File: src/design/button_debounce_press_classifier_defines.svh
// Assertion macros shared by the button press classifier RTL.
// Depends on nothing; every user must have clk and arst_n in scope.
`ifndef BUTTON_DEBOUNCE_PRESS_CLASSIFIER_DEFINES_SVH
`define BUTTON_DEBOUNCE_PRESS_CLASSIFIER_DEFINES_SVH
`ifndef ASSERT_OFF
`define BDPC_ASSERT_ALWAYS(lbl, expr) \
	lbl: assert property (@(posedge clk) disable iff (!arst_n) (expr)) \
		else $error("invariant violated");
`define BDPC_ASSERT_NEXT(lbl, ante, cons) \
	lbl: assert property (@(posedge clk) disable iff (!arst_n) (ante) |=> (cons)) \
		else $error("next-cycle check violated");
`else
`define BDPC_ASSERT_ALWAYS(lbl, expr)
`define BDPC_ASSERT_NEXT(lbl, ante, cons)
`endif
`endif

File: src/design/bdpc_pkg.sv
// Shared types and constants for the button debounce press classifier.
// Depends on nothing.
package bdpc_pkg;

	localparam int HOLD_W = 16;
	localparam int SAMPLE_W = 4;
	localparam int POLL_W = 16;
	localparam int CMP_W = (HOLD_W > POLL_W) ? HOLD_W : POLL_W;
	localparam int CFG_IDX_W = 1;

	localparam logic [CFG_IDX_W-1:0] REG_STABLE_POLLS = 1'd0;
	localparam logic [CFG_IDX_W-1:0] REG_LONG_POLLS = 1'd1;

	typedef enum logic [1:0] {
		EV_NONE = 2'd0,
		EV_SHORT = 2'd1,
		EV_LONG_START = 2'd2,
		EV_LONG_END = 2'd3
	} event_t;

	typedef struct packed {
		logic [SAMPLE_W-1:0] stable_polls;
		logic [POLL_W-1:0] long_polls;
	} cfg_t;

endpackage

File: src/design/bdpc_core.sv
// Debounce and press classification state, updated once per accepted beat.
// Depends on bdpc_pkg and the assertion macro header.
`include "button_debounce_press_classifier_defines.svh"

module bdpc_core
	import bdpc_pkg::*;
(
	input  logic   clk,
	input  logic   arst_n,
	input  cfg_t   cfg,
	input  logic   step,
	input  logic   pin_level,
	input  logic   start_accepted,
	output event_t event_next
);

	localparam logic [HOLD_W-1:0] HOLD_MAX = {HOLD_W{1'b1}};

	logic                previous_raw_q;
	logic                stable_level_q;
	logic [SAMPLE_W-1:0] same_count_q;
	logic [HOLD_W-1:0]   hold_count_q;
	logic                long_trig_q;
	logic                long_acc_q;

	logic                previous_raw_d;
	logic                stable_level_d;
	logic [SAMPLE_W-1:0] same_count_d;
	logic [HOLD_W-1:0]   hold_count_d;
	logic                long_trig_d;
	logic                long_acc_d;
	logic [HOLD_W-1:0]   hold_inc;
	logic [SAMPLE_W-1:0] cnt;
	logic                hold_reached;

	always_comb begin
		hold_inc = hold_count_q;
		if (!stable_level_q && hold_count_q != HOLD_MAX) begin
			hold_inc = hold_count_q + 1'b1;
		end
		hold_reached = CMP_W'(hold_inc) >= CMP_W'(cfg.long_polls);

		cnt = same_count_q;
		if (same_count_q < cfg.stable_polls) begin
			cnt = same_count_q + 1'b1;
		end

		previous_raw_d = previous_raw_q;
		stable_level_d = stable_level_q;
		same_count_d = same_count_q;
		hold_count_d = hold_inc;
		long_trig_d = long_trig_q;
		long_acc_d = long_acc_q;
		event_next = EV_NONE;

		if (pin_level != previous_raw_q) begin
			previous_raw_d = pin_level;
			same_count_d = SAMPLE_W'(1);
		end else begin
			same_count_d = cnt;
			if (cnt >= cfg.stable_polls) begin
				if (pin_level != stable_level_q) begin
					stable_level_d = pin_level;
					long_trig_d = 1'b0;
					long_acc_d = 1'b0;
					if (!pin_level) begin
						hold_count_d = '0;
					end else if (long_trig_q) begin
						event_next = long_acc_q ? EV_LONG_END : EV_NONE;
					end else begin
						event_next = EV_SHORT;
					end
				end else if (!stable_level_q && !long_trig_q && hold_reached) begin
					long_trig_d = 1'b1;
					long_acc_d = start_accepted;
					event_next = EV_LONG_START;
				end
			end
		end
	end

	always_ff @(posedge clk or negedge arst_n) begin
		if (!arst_n) begin
			previous_raw_q <= 1'b1;
			stable_level_q <= 1'b1;
			same_count_q <= '0;
			hold_count_q <= '0;
			long_trig_q <= 1'b0;
			long_acc_q <= 1'b0;
		end else if (step) begin
			previous_raw_q <= previous_raw_d;
			stable_level_q <= stable_level_d;
			same_count_q <= same_count_d;
			hold_count_q <= hold_count_d;
			long_trig_q <= long_trig_d;
			long_acc_q <= long_acc_d;
		end
	end

	// An accepted long press always belongs to a started long press.
	`BDPC_ASSERT_ALWAYS(a_acc_needs_trig, !long_acc_q || long_trig_q)
	// A long press can only be in progress while the button is held.
	`BDPC_ASSERT_ALWAYS(a_trig_while_pressed, !stable_level_q || !long_trig_q)
	`BDPC_ASSERT_NEXT(a_start_sets_trig, step && event_next == EV_LONG_START, long_trig_q)

endmodule

File: src/design/button_debounce_press_classifier.sv
// Button debounce and short/long press classifier, top level.
// Output: each result is registered, in the skid register first while the output is stalled.
// Throughput: one beat per cycle while item_stall is low; a two-entry output buffer keeps
// input open for one more beat while a result is stalled. Configuration writes are always ready.
// Reset: asynchronous, active low; registers return to 3 and 25 polls, button released.
// Depends on bdpc_pkg, bdpc_core and the assertion macro header.
`include "button_debounce_press_classifier_defines.svh"

module button_debounce_press_classifier
	import bdpc_pkg::*;
(
	input  logic                 clk,
	input  logic                 arst_n,
	input  logic                 item_valid,
	output logic                 item_stall,
	input  logic                 pin_level,
	input  logic                 start_accepted,
	output logic                 res_valid,
	input  logic                 res_stall,
	output logic [1:0]           event_res,
	input  logic                 cfg_valid,
	output logic                 cfg_ready,
	input  logic [CFG_IDX_W-1:0] cfg_index,
	input  logic [POLL_W-1:0]    cfg_data
);

	cfg_t   cfg_q;
	event_t event_next;
	event_t out_ev_q;
	event_t skid_ev_q;
	logic   out_valid_q;
	logic   skid_valid_q;
	logic   accept;
	logic   out_move;

	assign cfg_ready = 1'b1;
	assign item_stall = skid_valid_q;
	assign accept = item_valid && !skid_valid_q;
	assign out_move = out_valid_q && !res_stall;
	assign res_valid = out_valid_q;
	assign event_res = out_ev_q;

	always_ff @(posedge clk or negedge arst_n) begin
		if (!arst_n) begin
			cfg_q.stable_polls <= SAMPLE_W'(3);
			cfg_q.long_polls <= POLL_W'(25);
		end else if (cfg_valid && cfg_ready) begin
			unique case (cfg_index)
				REG_STABLE_POLLS: cfg_q.stable_polls <= cfg_data[SAMPLE_W-1:0];
				REG_LONG_POLLS:   cfg_q.long_polls <= cfg_data;
				default: ;
			endcase
		end
	end

	bdpc_core u_core (
		.clk            (clk),
		.arst_n         (arst_n),
		.cfg            (cfg_q),
		.step           (accept),
		.pin_level      (pin_level),
		.start_accepted (start_accepted),
		.event_next     (event_next)
	);

	always_ff @(posedge clk or negedge arst_n) begin
		if (!arst_n) begin
			out_valid_q <= 1'b0;
			skid_valid_q <= 1'b0;
		end else begin
			if (skid_valid_q) begin
				if (out_move) begin
					skid_valid_q <= 1'b0;
				end
			end else if (accept && out_valid_q && !out_move) begin
				skid_valid_q <= 1'b1;
			end
			if (!out_valid_q || out_move) begin
				out_valid_q <= skid_valid_q || accept;
			end
		end
	end

	always_ff @(posedge clk) begin
		if (!out_valid_q || out_move) begin
			if (skid_valid_q) begin
				out_ev_q <= skid_ev_q;
			end else if (accept) begin
				out_ev_q <= event_next;
			end
		end
		if (accept && out_valid_q && !out_move) begin
			skid_ev_q <= event_next;
		end
	end

	`BDPC_ASSERT_ALWAYS(a_skid_behind_out, !skid_valid_q || out_valid_q)
	`BDPC_ASSERT_NEXT(a_accept_gives_result, accept, out_valid_q)
	`BDPC_ASSERT_NEXT(a_skid_drains, skid_valid_q && out_move, !skid_valid_q)

endmodule
File: config.mk
export PLATFORM = sky130hd
export DESIGN_NAME = button_debounce_press_classifier
export DESIGN_NICKNAME = d
export VERILOG_FILES = /design/src/design/bdpc_pkg.sv /design/src/design/bdpc_core.sv /design/src/design/button_debounce_press_classifier.sv
export VERILOG_INCLUDE_DIRS = /design/src /design/src/design
export SDC_FILE = /design/constraint.sdc
export NUM_CORES = 1
export LEC_CHECK = 0
export BUFFER_PORTS_ARGS = -buffer_cell sky130_fd_sc_hd__buf_2
export CAP_MARGIN = 20
export CORE_AREA = 2 2 63 94
export CTS_CLUSTER_DIAMETER = 80
export DETAILED_ROUTE_END_ITERATION = 10
export DIE_AREA = 0 0 65 96
export PLACE_DENSITY = 0.78
export SLEW_MARGIN = 30
export SYNTH_ARGS = -nofsm -noshare
export SYNTH_HDL_FRONTEND = slang
export SYNTH_SLANG_ARGS = --single-unit
File: constraint.sdc
create_clock -name clk -period 4.5 [get_ports clk]
set_input_delay 0.9 -clock clk [delete_from_list [all_inputs] [get_ports clk]]
set_output_delay 0.9 -clock clk [all_outputs]
set_load 0.005 [all_outputs]
==> results.md, run 1 <==
- The run finished with clean final reports.
- The core outline area is about 5400 µm².
- The leakage power total is 1.58 nW.
- The library cell used most frequently in the layout, excluding fill and tap cells, is sky130_fd_sc_hd__dfrtp_1.
- The first global-routing pass estimated 11200 µm of wire.
- The max-cap check violation count is 0.
- The insertion delay of the later-clocked pin in the worst-skew pair is 0.30 ns.
- Before CTS, the worst setup slack after placement is about 0.53 ns.
- The number of nets handed over by synthesis was roughly 360.
- The worst register-to-register path begins at u_core.hold_count_q[0]$_DFFE_PN0P_.
- The critical path starts at u_core.hold_count_q[0]$_DFFE_PN0P_.
- Setup repair after global routing left no endpoint under its margin.
- In the layout the commonest cells are 39 x sky130_fd_sc_hd__dfrtp_1, 26 x sky130_fd_sc_hd__inv_1, 26 x sky130_fd_sc_hd__nand2_1, 26 x sky130_fd_sc_hd__buf_2, 25 x sky130_fd_sc_hd__ha_1.
- The antenna violation net count after detailed routing is 0.
- In this run the most critical hold path is launched from u_core.hold_count_q[15]$_DFFE_PN0P_.
- The die span in x is 65 µm.
- The worst vdd rail ir drop is between 0.0002 and 0.0003 V.
- The mean instance size in the synthesized netlist is about 10 µm².
- The via count of the first global-routing pass is 2471.
- The clock passes through at most 2 buffers.
- For this configuration, the core starts out at a cell density of 0.580.
- The average wire length per cell after detail routing is 15.7 µm.
- The total count of hold-check failures in the final report is 0.
- The final-layout setup total negative slack is 0 ns.
- The height of the die is approximately 96 µm.
- The cell at the root of the clock tree is sky130_fd_sc_hd__clkbuf_8.
- The number of antenna violations at the first check in global routing was 0.
- Of the available clock period, the critical path in the final layout requires 0.895.
- The total wire length is ~6500 µm.
- Clock skew on the completed layout was measured at about 0.011 ns.
- The worst endpoint data arrival time is 4.09 ns.
- The class of the tightest hold or removal check is flip-flop to flip-flop.
- The synthesized netlist occupies a cell area of between 3000 and 4000 µm².
- Setup slack closes at around 0.47 ns.
- The detailed router placed 2468 vias in this run.
- The total DRC errors in the routed layout is 0.
- The number of buffers inserted to repair setup after CTS is 0.
- After clock tree synthesis, the repair step resized 0 gates.
- For this design the top-level I/O count stands at 29.
- Across every metal layer, demand over resource in global routing totals 0.231.
- The number of warnings reported in the yosys synthesis log is 0.
- Buffers inserted to repair hold after CTS numbered 0.
- The total power per unit cell area is ~390 nW/µm².
- The clock buffer count from CTS is 5.
- The count of cells in the finished layout, fillers not included, comes to between 400 and 500.
- The number of buffer cells added on primary ports is 27.
- The transition at the pin with the smallest max-transition slack is a little under 0.9 ns.
- After detailed placement, the design holds a cell count of 403.
- The layout net count is between 300 and 400.
- Data on the critical path is required at its endpoint by 4.56 ns.
- The die outline area is 6240 µm².
- The clock slew at the register clock pins of the worst setup and hold paths is 0.09 ns.
- The count of different cell masters after synthesis is 50.
- The worst setup path is captured at a flip-flop.
- The DRC marker count from the first detailed-route iteration is 265.
- The number of setup violations in the final report is 0.
- The number of diodes is 0.
- The final number of max-transition violations is 0.
- Before antenna repair, the detailed router went through 5 iterations.
- The number of cells produced by synthesis is about 320.
- The share of post-route cells with drive strength above 1 is 0.217.
- Yosys mapped a number of flops with a built-in enable equal to 4.
- After filler insertion, the fill cell instance count of the layout stands at ~430.
- The number of clock sinks seen by CTS is 50.
- The largest fanout on the critical path is 8.
- In this run, synthesis produced a sequential element count of 50.
- The worst setup path is launched from a flip-flop.
- The TritonCTS clock tree is built.
- The minimum clock period after layout is 4.03 ns.
- Row generation in the floorplan step produced 33 rows.
- The post-detailed-placement half-perimeter wirelength is between 4000 and 5000 µm.
- For this run, the register share of the synthesized area comes to 0.408.
- The area growth from synthesis to final layout is 9.02%.
- The kind of critical path is flip-flop to flip-flop.
- The level count of the clock H-tree is 2.
- The area share of the largest cell type after synthesis is 0.311.
- The detail-routed via count per cell is 6.00.
- Ranked by total cell area, the synthesized netlist is headed by sky130_fd_sc_hd__dfrtp_1 31%, sky130_fd_sc_hd__ha_1 10%, sky130_fd_sc_hd__mux2_2 7.2%.
- The sum of overflow across all layers after global routing is 0.
- Timing would allow up to approximately 0.25 GHz.
- The final RePlAce weighted congestion is 0.886.
- The worst relative slew slack is 0.400.
- The dominant register cell in the synthesized netlist is sky130_fd_sc_hd__dfrtp_1.
- The setup check on the worst reg-to-reg path leaves a slack of ~0.47 ns.
- After synthesis, the share of flip-flops with an asynchronous set or reset is 0.920.
- Entering global routing, the biggest net connects between 40 and 50 pins.
- The biggest area consumer among synthesized cells is sky130_fd_sc_hd__dfrtp_1.
[metal layers]
metal,up-vias,wire [µm],GRT usage
li1,1192,-,-
met1,1190,2490,0.255
met2,66,3500,0.442
met3,20,239,0.0292
met4,0,221,0.0922
met5,-,0,0
[through the flow]
step / hold slack (ns) / instance area [µm²] / power [W] / util
CTS: 0.489 / 3420 / 0.00134 / 0.632
global route: 0.514 / 3420 / 0.00143 / 0.632
global placement: 0.470 / 3320 / 0.00104 / 0.613
detailed placement: 0.477 / 3320 / 0.00105 / 0.614
finish: 0.483 / 3420 / 0.00133 / 0.632
floorplan: 0.450 / 3140 / 0.000936 / -
[synthesized netlist by cell type, types with 2 or more instances]
cell type and count:
sky130_fd_sc_hd__nor2b_1 2, sky130_fd_sc_hd__dfrtp_1 39, sky130_fd_sc_hd__a21o_1 6, sky130_fd_sc_hd__o21a_1 3
sky130_fd_sc_hd__buf_2 3, sky130_fd_sc_hd__and2_1 5, sky130_fd_sc_hd__and3_1 7, sky130_fd_sc_hd__a21oi_1 11
sky130_fd_sc_hd__a32o_1 2, sky130_fd_sc_hd__nand3_1 9, sky130_fd_sc_hd__mux2_2 20, sky130_fd_sc_hd__a2111oi_0 2
sky130_fd_sc_hd__dfstp_2 7, sky130_fd_sc_hd__a41oi_1 2, sky130_fd_sc_hd__nor2_1 15, sky130_fd_sc_hd__nand2b_1 5
sky130_fd_sc_hd__ha_1 25, sky130_fd_sc_hd__a31o_2 2, sky130_fd_sc_hd__a22o_1 4, sky130_fd_sc_hd__o211ai_1 2
sky130_fd_sc_hd__o31ai_1 5, sky130_fd_sc_hd__clkbuf_1 6, sky130_fd_sc_hd__nand4_1 6, sky130_fd_sc_hd__a2111oi_2 2
sky130_fd_sc_hd__nand2_1 26, sky130_fd_sc_hd__edfxtp_1 4, sky130_fd_sc_hd__xor2_1 3, sky130_fd_sc_hd__mux2i_1 2
sky130_fd_sc_hd__o21ai_0 18, sky130_fd_sc_hd__a31oi_1 12, sky130_fd_sc_hd__xnor2_1 14, sky130_fd_sc_hd__inv_1 26
sky130_fd_sc_hd__and4_1 2, sky130_fd_sc_hd__nor4_1 2
[power breakdown]
part           internal, W  leakage, nW  switching (W)
Combinational     0.000209        0.923       0.000236
Clock             0.000127       0.0478       0.000155
Sequential        0.000526        0.613      0.0000734
Total             0.000863         1.58       0.000464
[worst max-delay path, cell delays in order, from the launching register on]
cell,delay [ns]
sky130_fd_sc_hd__dfrtp_1,0.44
sky130_fd_sc_hd__ha_1,0.23
sky130_fd_sc_hd__inv_1,0.10
sky130_fd_sc_hd__nor2_1,0.29
sky130_fd_sc_hd__and3_1,0.41
sky130_fd_sc_hd__nand3_1,0.16
sky130_fd_sc_hd__xnor2_1,0.16
sky130_fd_sc_hd__ha_1,0.30
sky130_fd_sc_hd__a21o_1,0.19
sky130_fd_sc_hd__a221oi_1,0.30
sky130_fd_sc_hd__o21ai_0,0.17
sky130_fd_sc_hd__a2111oi_2,0.60
sky130_fd_sc_hd__a221oi_2,0.15
sky130_fd_sc_hd__mux2_2,0.29
[registers in the layout (all words and copies together) (netlist names)]
| signal | flops |
|---|---|
| cfg_q | 20 |
| u_core.hold_count_q | 16 |
| u_core.same_count_q | 4 |
| event_res | 2 |
| skid_ev_q | 2 |
| item_stall | 1 |
| res_valid | 1 |
| u_core.long_acc_q | 1 |
| u_core.long_trig_q | 1 |
| u_core.previous_raw_q | 1 |
| u_core.stable_level_q | 1 |
[layout make-up]
class | instances | area, µm² | area share
clock inverters | 2 | 16.3 | 0.00476
well taps | 70 | 87.6 | 0.0256
multi-input cells | 228 | 1700 | 0.498
clock buffers | 6 | 82.6 | 0.0242
inverters | 26 | 97.6 | 0.0286
repair buffers | 29 | 153 | 0.0447
flip-flops and latches | 50 | 1280 | 0.374
[path summary, 6_finish.rpt]
check | cells past startpoint | to
max in group asynchronous | 1 | u_core.hold_count_q[5]$_DFFE_PN0P_
worst max register to register | 13 | event_res[1]$_DFFE_PP_
worst min-delay path | 1 | u_core.hold_count_q[15]$_DFFE_PN0P_
worst min register to register | 1 | u_core.hold_count_q[15]$_DFFE_PN0P_
min in group asynchronous | 1 | cfg_q[7]$_DFFE_PN0P_
worst max-delay path | 13 | event_res[1]$_DFFE_PP_
[kinds of logic after synthesis]
logic type	after synthesis	synth area share
flip-flops	50	0.408
AO/OA/AOI/OAI	80	0.182
AND/OR/NAND/NOR	83	0.134
multiplexers	22	0.0782
other	1	0.00120
adder cells (fa/ha/maj)	25	0.0998
XOR/XNOR	17	0.0475
buffers and inverters	37	0.0491
(Power assumes the default switching activity.)
==> inputs of run 2 (changes only) <==
--- a/config.mk
+++ b/config.mk
@@ -8,11 +8,12 @@
 export LEC_CHECK = 0
 export BUFFER_PORTS_ARGS = -buffer_cell sky130_fd_sc_hd__buf_2
 export CAP_MARGIN = 20
-export CORE_AREA = 2 2 63 94
+export CORE_AREA = 2 2 62 93
+export CTS_BUF_LIST = sky130_fd_sc_hd__clkbuf_8
 export CTS_CLUSTER_DIAMETER = 80
 export DETAILED_ROUTE_END_ITERATION = 10
-export DIE_AREA = 0 0 65 96
-export PLACE_DENSITY = 0.78
+export DIE_AREA = 0 0 64 95
+export PLACE_DENSITY = 0.8
 export SLEW_MARGIN = 30
 export SYNTH_ARGS = -nofsm -noshare
 export SYNTH_HDL_FRONTEND = slang
==> results.md, run 2 (synthesis gave the netlist of run 1 again) <==
- The flow ran to the end, and the final reports show no timing, DRC or antenna violations.
- The worst vdd rail ir drop is 0.000289 V (+9.9%).
- The detail-routed via count per cell is 5.99 (-0.20%).
- The total count of hold-check failures in the final report is 0 (unchanged).
- The via count of the first global-routing pass is 2464 (-0.28%).
- The net switching power came to 0.000463 W (-0.21%).
- The number of I/O pins is 29 (unchanged).
- The starting density of the core is 0.589 (+0.00899).
- The number of diodes is 0 (unchanged).
- The level count of the clock H-tree is 2 (unchanged).
- The final number of max-transition violations is 0 (unchanged).
- The class of the tightest hold or removal check is flip-flop to flip-flop.
- The final cell count without fillers came to 411 (unchanged).
- Ranked by flip-flop count, first place goes to cfg_q.
- The worst endpoint data arrival time is 4.09 ns (about the same).
- The final RePlAce weighted congestion was 0.881 (-0.56%).
- The share of total power in the clock network came to 0.236 (+0.024).
- The cell total after placement was 403 (unchanged).
- The site row count came to 33 (unchanged).
- The DRC marker count from the first detailed-route iteration was 136 (-49%).
- The switching part of the total power is 0.336 (-0.0139).
- The type of element capturing the critical path is a flip-flop.
- The maximum number of buffers from clock root to sink is 2 (unchanged).
- The worst relative slew slack is 0.386 (-0.0137).
- The setup path with the least slack is of type flip-flop to flip-flop.
- The number of buffers and inverters on the critical path is 1 (unchanged).
- The final clock skew is 0.0105 ns (-0.000365 ns).
- The part of the cycle the worst path needs came to 0.893 (-0.00196).
- The number of antenna violations at the first check in global routing came to 0 (unchanged).
- The post-cts gate resize count came to 0 (unchanged).
- The overall power of the completed layout was 0.00138 W (+3.9%).
- The share of post-route cells with drive strength above 1 is 0.214 (-0.00293).
- The total wire length is 6490 µm (+0.64%).
- The minimum clock period after layout was 4.02 ns (-0.00882 ns).
- The insertion delay of the later-clocked pin in the worst-skew pair is 0.31 ns (about the same).
- The delay of the slowest critical-path stage is 0.66 ns (+0.06 ns).
- The global-route wire length before repair is 11000 µm (-1.7%).
- The relative contribution of combinational cells to total power came to 0.328 (-0.008).
- The most frequent cell on the critical path is sky130_fd_sc_hd__ha_1.
- For this design, the slowest cell found on the critical path is sky130_fd_sc_hd__a2111oi_2.
- The number of search-and-repair iterations in the first detailed-routing pass was 4 (-1).
- The post-detailed-placement half-perimeter wirelength is 4910 µm (+0.16%).
- The area growth from synthesis to final layout is 9.58%.
- The average wire length per cell after detail routing is 15.8 µm (+0.64%).
- The transition at the pin with the smallest max-transition slack is 0.912 ns (+0.0204 ns).
- The met2 usage was 0.442 (-0.000600).
- The cell area after layout was 3440 µm² (+0.51%).
- The sum of overflow across all layers after global routing is 0 (unchanged).
- CTS placed an instance of sky130_fd_sc_hd__clkbuf_8 at the clock tree root.
- The clock buffer count from CTS is 5 (unchanged).
- The number of setup violations in the final report is 0 (unchanged).
- The number of buffers inserted to repair setup after CTS came to 0 (unchanged).
- The cell-internal power is 0.000915 W (+6.1%).
- The met1 usage is 0.252 (-0.00300).
- TritonCTS built the clock tree.
- The antenna violation net count after detailed routing came to 0 (unchanged).
- The number of clock sinks seen by CTS is 50 (unchanged).
- The overall global routing resource usage is 0.233 (+0.00148).
- The routing layer with the top usage in global route is met2.
- The total DRC errors in the routed layout was 0 (unchanged).
- The core outline area was 5330 µm² (-1.5%).
- The total power per unit cell area is 401 nW/µm² (+3.4%).
- The fill cell instance count of the final layout came to 429 (-0.92%).
- The global routing met3 resource utilization is 0.0274 (-0.00183).
- STA classifies the critical path startpoint as a flip-flop.
- The number of buffer cells added on primary ports was 27 (unchanged).
- The max-cap check violation count is 0 (unchanged).
- The layout net count is 389 (unchanged).
- Traced cell by cell, the critical path runs through ha_1 -> inv_1 -> nor2_1 -> and3_1 -> nand2_1 -> xnor2_1 -> ha_1 -> a21o_1 -> a221oi_1 -> o21ai_0 -> a2111oi_2 -> a221oi_2 -> mux2_2.
- The maximum frequency from static timing analysis is 0.249 GHz (+0.22%).
- The library cell used most frequently in the layout, excluding fill and tap cells, is sky130_fd_sc_hd__dfrtp_1.
- The die span in x is 64 µm (-1.5%).
- The pin count of the biggest net entering global routing is 47 (unchanged).
- The total vias in the final route is 2463 (-0.20%).
- The final-layout setup total negative slack is 0 ns (unchanged).
- The worst hold slack after final layout is 0.510 ns (+0.0269 ns).
- The leakage power total came to 1.60 nW (+0.93%).
- The number of flip-flops in the largest register is 20 (unchanged).
- The number of hold-repair buffers added at the cts stage is 0 (unchanged).
- The clock slew at the register clock pins of the worst setup and hold paths was 0.09 ns (about the same).
- The top cell types in the final layout, fill and taps aside, are 39 x sky130_fd_sc_hd__dfrtp_1, 27 x sky130_fd_sc_hd__inv_1, 26 x sky130_fd_sc_hd__nand2_1, 26 x sky130_fd_sc_hd__buf_2, 25 x sky130_fd_sc_hd__ha_1.
- The die outline area is 6080 µm² (-2.6%).
- The largest registers in the layout are cfg_q x20, u_core.hold_count_q x16, u_core.same_count_q x4.
- The power share of the sequential group came to 0.436 (-0.016).
- Grouping stages by cell kind, the critical path spends the most delay in compound AO/OA/AOI/OAI gates.
- The required time at the endpoint of the critical path is 4.57 ns (about the same).
- Setup repair after global routing left no endpoint under its margin.
- The placed standard-cell area is 3320 µm² (unchanged).
- The largest fanout on the critical path was 8 (unchanged).
- The height of the die is 95 µm (-1.0%).
[run 2: layout make-up]
type	instances	area [µm²]	share of cell area
Sequential cell	50	1280	0.373
Timing Repair Buffer	29	153	0.0444
Inverter	26	97.6	0.0284
Clock buffer	6	82.6	0.0240
Tap cell	70	87.6	0.0255
Multi-Input combinational cell	228	1700	0.495
Clock inverter	2	33.8	0.00983
[run 2: worst paths after layout]
path / end / startpoint / cells past startpoint / slack [ns]
max in group asynchronous: cfg_q[0]$_DFFE_PN1P_ / arst_n / 1 / 3.52
setup reg to reg: event_res[1]$_DFFE_PP_ / u_core.hold_count_q[0]$_DFFE_PN0P_ / 13 / 0.48
min in group asynchronous: u_core.hold_count_q[13]$_DFFE_PN0P_ / arst_n / 1 / 0.59
setup / recovery: event_res[1]$_DFFE_PP_ / u_core.hold_count_q[0]$_DFFE_PN0P_ / 13 / 0.48
hold reg to reg: cfg_q[11]$_DFFE_PN0P_ / cfg_q[11]$_DFFE_PN0P_ / 1 / 0.51
hold / removal: cfg_q[11]$_DFFE_PN0P_ / cfg_q[11]$_DFFE_PN0P_ / 1 / 0.51
[run 2: through the flow]
stage,setup WS [ns],utilization
floorplan,1.00,-
global placement,0.603,0.623
detailed placement,0.559,0.623
CTS,0.534,0.645
global route,0.224,0.645
finish,0.483,0.645
[run 2: power groups by stage]
stage,logic (W),clock network (W),registers (W)
final,0.000452,0.000326,0.000601
after CTS,0.000458,0.000330,0.000599
after floorplan,0.000354,0,0.000582
after detailed placement,0.000453,0,0.000608
after global placement,0.000435,0,0.000604
after global routing,0.000522,0.000350,0.000612
[run 2: per-layer routing]
layer / up-vias / part of all wire
li1: 1197 / -
met1: 1195 / 0.39
met2: 52 / 0.55
met3: 19 / 0.032
met4: 0 / 0.032
met5: - / 0
[run 2: worst reg2reg max path: cells and delay by family (launching register included)]
kind                       cells  cell delay [ns]
AOI/OAI and AO/OA              5             1.43
and+or+nand+nor                3             0.83
adders and majority gates      2             0.50
DFF                            1             0.45
muxes                          1             0.29
xor gates and xnor gates       1             0.18
buffers and inverters          1             0.10
==> inputs of run 3 (changes only) <==
--- a/config.mk
+++ b/config.mk
@@ -14,6 +14,7 @@
 export DETAILED_ROUTE_END_ITERATION = 10
 export DIE_AREA = 0 0 64 95
 export PLACE_DENSITY = 0.8
+export REMOVE_ABC_BUFFERS = 1
 export SLEW_MARGIN = 30
 export SYNTH_ARGS = -nofsm -noshare
 export SYNTH_HDL_FRONTEND = slang
==> results.md, run 3 (synthesis gave the netlist of run 1 again) <==
- The relative contribution of combinational cells to total power is 0.338 (+0.010).
- The post-detailed-placement half-perimeter wirelength is 4870 µm (-0.67%).
- The total power per unit cell area is 385 nW/µm² (-4.1%).
- The DRC marker count from the first detailed-route iteration is 106 (-22%).
- The part of the cycle the worst path needs came to 0.898 (+0.00516).
- The number of flip-flops in the largest register is 20 (unchanged).
- The worst vdd rail ir drop is 0.000208 V (-28%).
- The overall global routing resource usage was 0.226 (-0.00679).
- The type of element capturing the critical path is a flip-flop.
- The run finished with clean final reports.
- Leaving out fill and tap cells, the most frequent cell in the layout is sky130_fd_sc_hd__dfrtp_1.
- The largest fanout on the critical path was 7 (-1).
- The number of search-and-repair iterations in the first detailed-routing pass came to 4 (unchanged).
- In this run the most critical hold path is launched from u_core.hold_count_q[15]$_DFFE_PN0P_.
- The nature of the critical path startpoint is a flip-flop.
- The worst reg-to-reg setup slack is 0.46 ns (-0.02 ns).
- The max-cap check violation count came to 0 (unchanged).
- Walking the worst path, the cells encountered are nand4_1 -> nor3_2 -> o311ai_1 -> nor2_1 -> xor2_1 -> ha_1 -> and4_1 -> nand4_1 -> a2111oi_0 -> a2111oi_2 -> a221oi_2 -> mux2_2.
- The area growth from synthesis to final layout is 8.74%.
- The cell-internal power is 0.000846 W (-7.6%).
- The global-route wire length before repair is 10800 µm (-2.4%).
- The detail-routed via count per cell is 5.88 (-1.8%).
- The number of antenna violations at the first check in global routing came to 0 (unchanged).
- The transition at the pin with the smallest max-transition slack was 0.817 ns (-0.0958 ns).
- The net switching power is 0.000466 W (+0.56%).
- The worst relative slew slack is 0.451 (+0.0644).
- The kind of cell adding the most delay to the critical path is compound AO/OA/AOI/OAI gates.
- The starting density of the core was 0.589 (unchanged).
- The insertion delay of the later-clocked pin in the worst-skew pair is 0.31 ns (about the same).
- The number of buffer cells added on primary ports is 27 (unchanged).
- The total wire length is 6440 µm (-0.88%).
- The post-cts gate resize count was 0 (unchanged).
- The cell at the root of the clock tree is sky130_fd_sc_hd__clkbuf_8.
- The antenna violation net count after detailed routing is 0 (unchanged).
- The share of post-route cells with drive strength above 1 was 0.217 (+0.00293).
- The site row count is 33 (unchanged).
- The share of total power in the clock network came to 0.204 (-0.032).
- The most numerous cell type found on the critical path is sky130_fd_sc_hd__nand4_1.
- The number of I/O pins was 29 (unchanged).
- The average wire length per cell after detail routing came to 15.7 µm (-0.88%).
- The cell count of the worst hold path is 1 (unchanged).
- The power share of the sequential group is 0.458 (+0.022).
- The final RePlAce weighted congestion is 0.832 (-5.5%).
- The path depth of the worst reg2reg path is 12 (-1).
- The library cell contributing the largest single delay on the critical path is sky130_fd_sc_hd__a2111oi_2.
- The launching instance or port of the critical path is u_core.hold_count_q[3]$_DFFE_PN0P_.
- The final number of max-transition violations came to 0 (unchanged).
- In the layout the commonest cells are 39 x sky130_fd_sc_hd__dfrtp_1, 26 x sky130_fd_sc_hd__inv_1, 26 x sky130_fd_sc_hd__nand2_1, 26 x sky130_fd_sc_hd__buf_2, 25 x sky130_fd_sc_hd__ha_1.
- Counting flops per register, the top entry is cfg_q.
- The number of buffers and inverters on the critical path was 0 (-1).
- The clock buffer count from CTS is 5 (unchanged).
- The number of buffers inserted to repair setup after CTS is 0 (unchanged).
- The number of hold-repair buffers added at the cts stage was 0 (unchanged).
- The pre-CTS setup slack is 0.534 ns (-0.0252 ns).
- The least setup slack across all paths after layout is 0.460 ns (-0.0232 ns).
- Following the worst setup path forward leads to its endpoint at event_res[1]$_DFFE_PP_.
- The core outline area is 5330 µm² (unchanged).
- The worst endpoint data arrival time came to 4.10 ns (about the same).
- The required time at the endpoint of the critical path was 4.56 ns (about the same).
- The critical path in this run is classified as flip-flop to flip-flop.
- The sum of overflow across all layers after global routing was 0 (unchanged).
- In this run the worst hold path is classified as flip-flop to flip-flop.
- The via count of the first global-routing pass came to 2431 (-1.3%).
- The height of the die came to 95 µm (unchanged).
- The startpoint identified for the worst register-to-register timing path is u_core.hold_count_q[3]$_DFFE_PN0P_.
- The total vias in the final route is 2418 (-1.8%).
- The die outline area was 6080 µm² (unchanged).
- The level count of the clock H-tree is 2 (unchanged).
- The minimum clock period after layout is 4.04 ns (+0.0232 ns).
- The pin count of the biggest net entering global routing came to 47 (unchanged).
- The switching part of the total power is 0.355 (+0.0191).
- The layout net count was 389 (unchanged).
- The critical path depth in cells is 12 (-1).
- The maximum frequency from static timing analysis is 0.248 GHz (-0.57%).
- The maximum number of buffers from clock root to sink came to 2 (unchanged).
- The number of setup violations in the final report is 0 (unchanged).
- The delay of the slowest critical-path stage is 0.65 ns (about the same).
- The number of diodes is 0 (unchanged).
- The number of clock sinks seen by CTS is 50 (unchanged).
- The die span in x is 64 µm (unchanged).
- In the final layout, the registers with the most flip-flops are cfg_q x20, u_core.hold_count_q x16, u_core.same_count_q x4.
- Setup repair after global routing left no endpoint under its margin.
- In this run the critical register-to-register path is captured at event_res[1]$_DFFE_PP_.
- The clock slew at the register clock pins of the worst setup and hold paths came to 0.09 ns (about the same).
- The total count of hold-check failures in the final report came to 0 (unchanged).
- TritonCTS built the clock tree.
- The final-layout setup total negative slack is 0 ns (unchanged).
- The final clock skew is 0.0163 ns (+0.00578 ns).
- The leakage power total was 1.58 nW (-1.2%).
- The total DRC errors in the routed layout is 0 (unchanged).
-- run 3: how the worst min path moves through the flow --
| stage | endpoint | slack (ns) |
|---|---|---|
| 5_1_grt | u_core.hold_count_q[15]$_DFFE_PN0P_ | 0.52 |
| 6_report | u_core.hold_count_q[15]$_DFFE_PN0P_ | 0.49 |
| 3_3_place_gp | u_core.hold_count_q[15]$_DFFE_PN0P_ | 0.47 |
| 2_1_floorplan | u_core.hold_count_q[15]$_DFFE_PN0P_ | 0.45 |
| 4_1_cts | u_core.hold_count_q[15]$_DFFE_PN0P_ | 0.49 |
| 3_5_place_dp | u_core.hold_count_q[15]$_DFFE_PN0P_ | 0.48 |
-- run 3: worst reg2reg max path, delay by kind of cell (launching register included) --
kind / cells / cell delay [ns]
AO/OA/AOI/OAI: 4 / 1.20
XOR/XNOR: 1 / 0.31
adder cells (fa/ha/maj): 1 / 0.31
flip-flops: 1 / 0.48
multiplexers: 1 / 0.29
AND/OR/NAND/NOR: 5 / 1.20
-- run 3: cell type report --
type                       count  area [µm²]
fill                         441        1920
multi-input combinational    228        1700
sequential                    50        1280
timing repair buffer          29         153
inverter                      26        97.6
tap                           70        87.6
clock buffer                   5        68.8
clock inverter                 3        21.3
-- run 3: routing by layer --
layer  global-route usage  wire length (µm)  vias to the layer above
met5                    0                 0                        -
met4                0.109               249                        0
met3               0.0322               121                       15
met2                0.434              3540                       34
met1                0.236              2530                     1176
li1                     -                 -                     1193
-- run 3: metrics by stage --
step                      total power [W]  utilization  instance area, µm²  instances  hold WS [ns]
after floorplan                  0.000929            -                3080        304         0.450
after global placement            0.00103        0.623                3320        403         0.471
after detailed placement          0.00105        0.623                3320        403         0.477
after CTS                         0.00132        0.640                3410        411         0.491
after global routing              0.00141        0.640                3410        411         0.519
final                             0.00131        0.640                3410        411         0.494
-- run 3: power by group through the flow --
stage	Sequential [W]	Clock [W]	Combinational, W
floorplan	0.000589	0	0.000339
global placement	0.000603	0	0.000429
detailed placement	0.000607	0	0.000446
CTS	0.000599	0.000274	0.000449
global route	0.000611	0.000289	0.000513
finish	0.000601	0.000268	0.000443
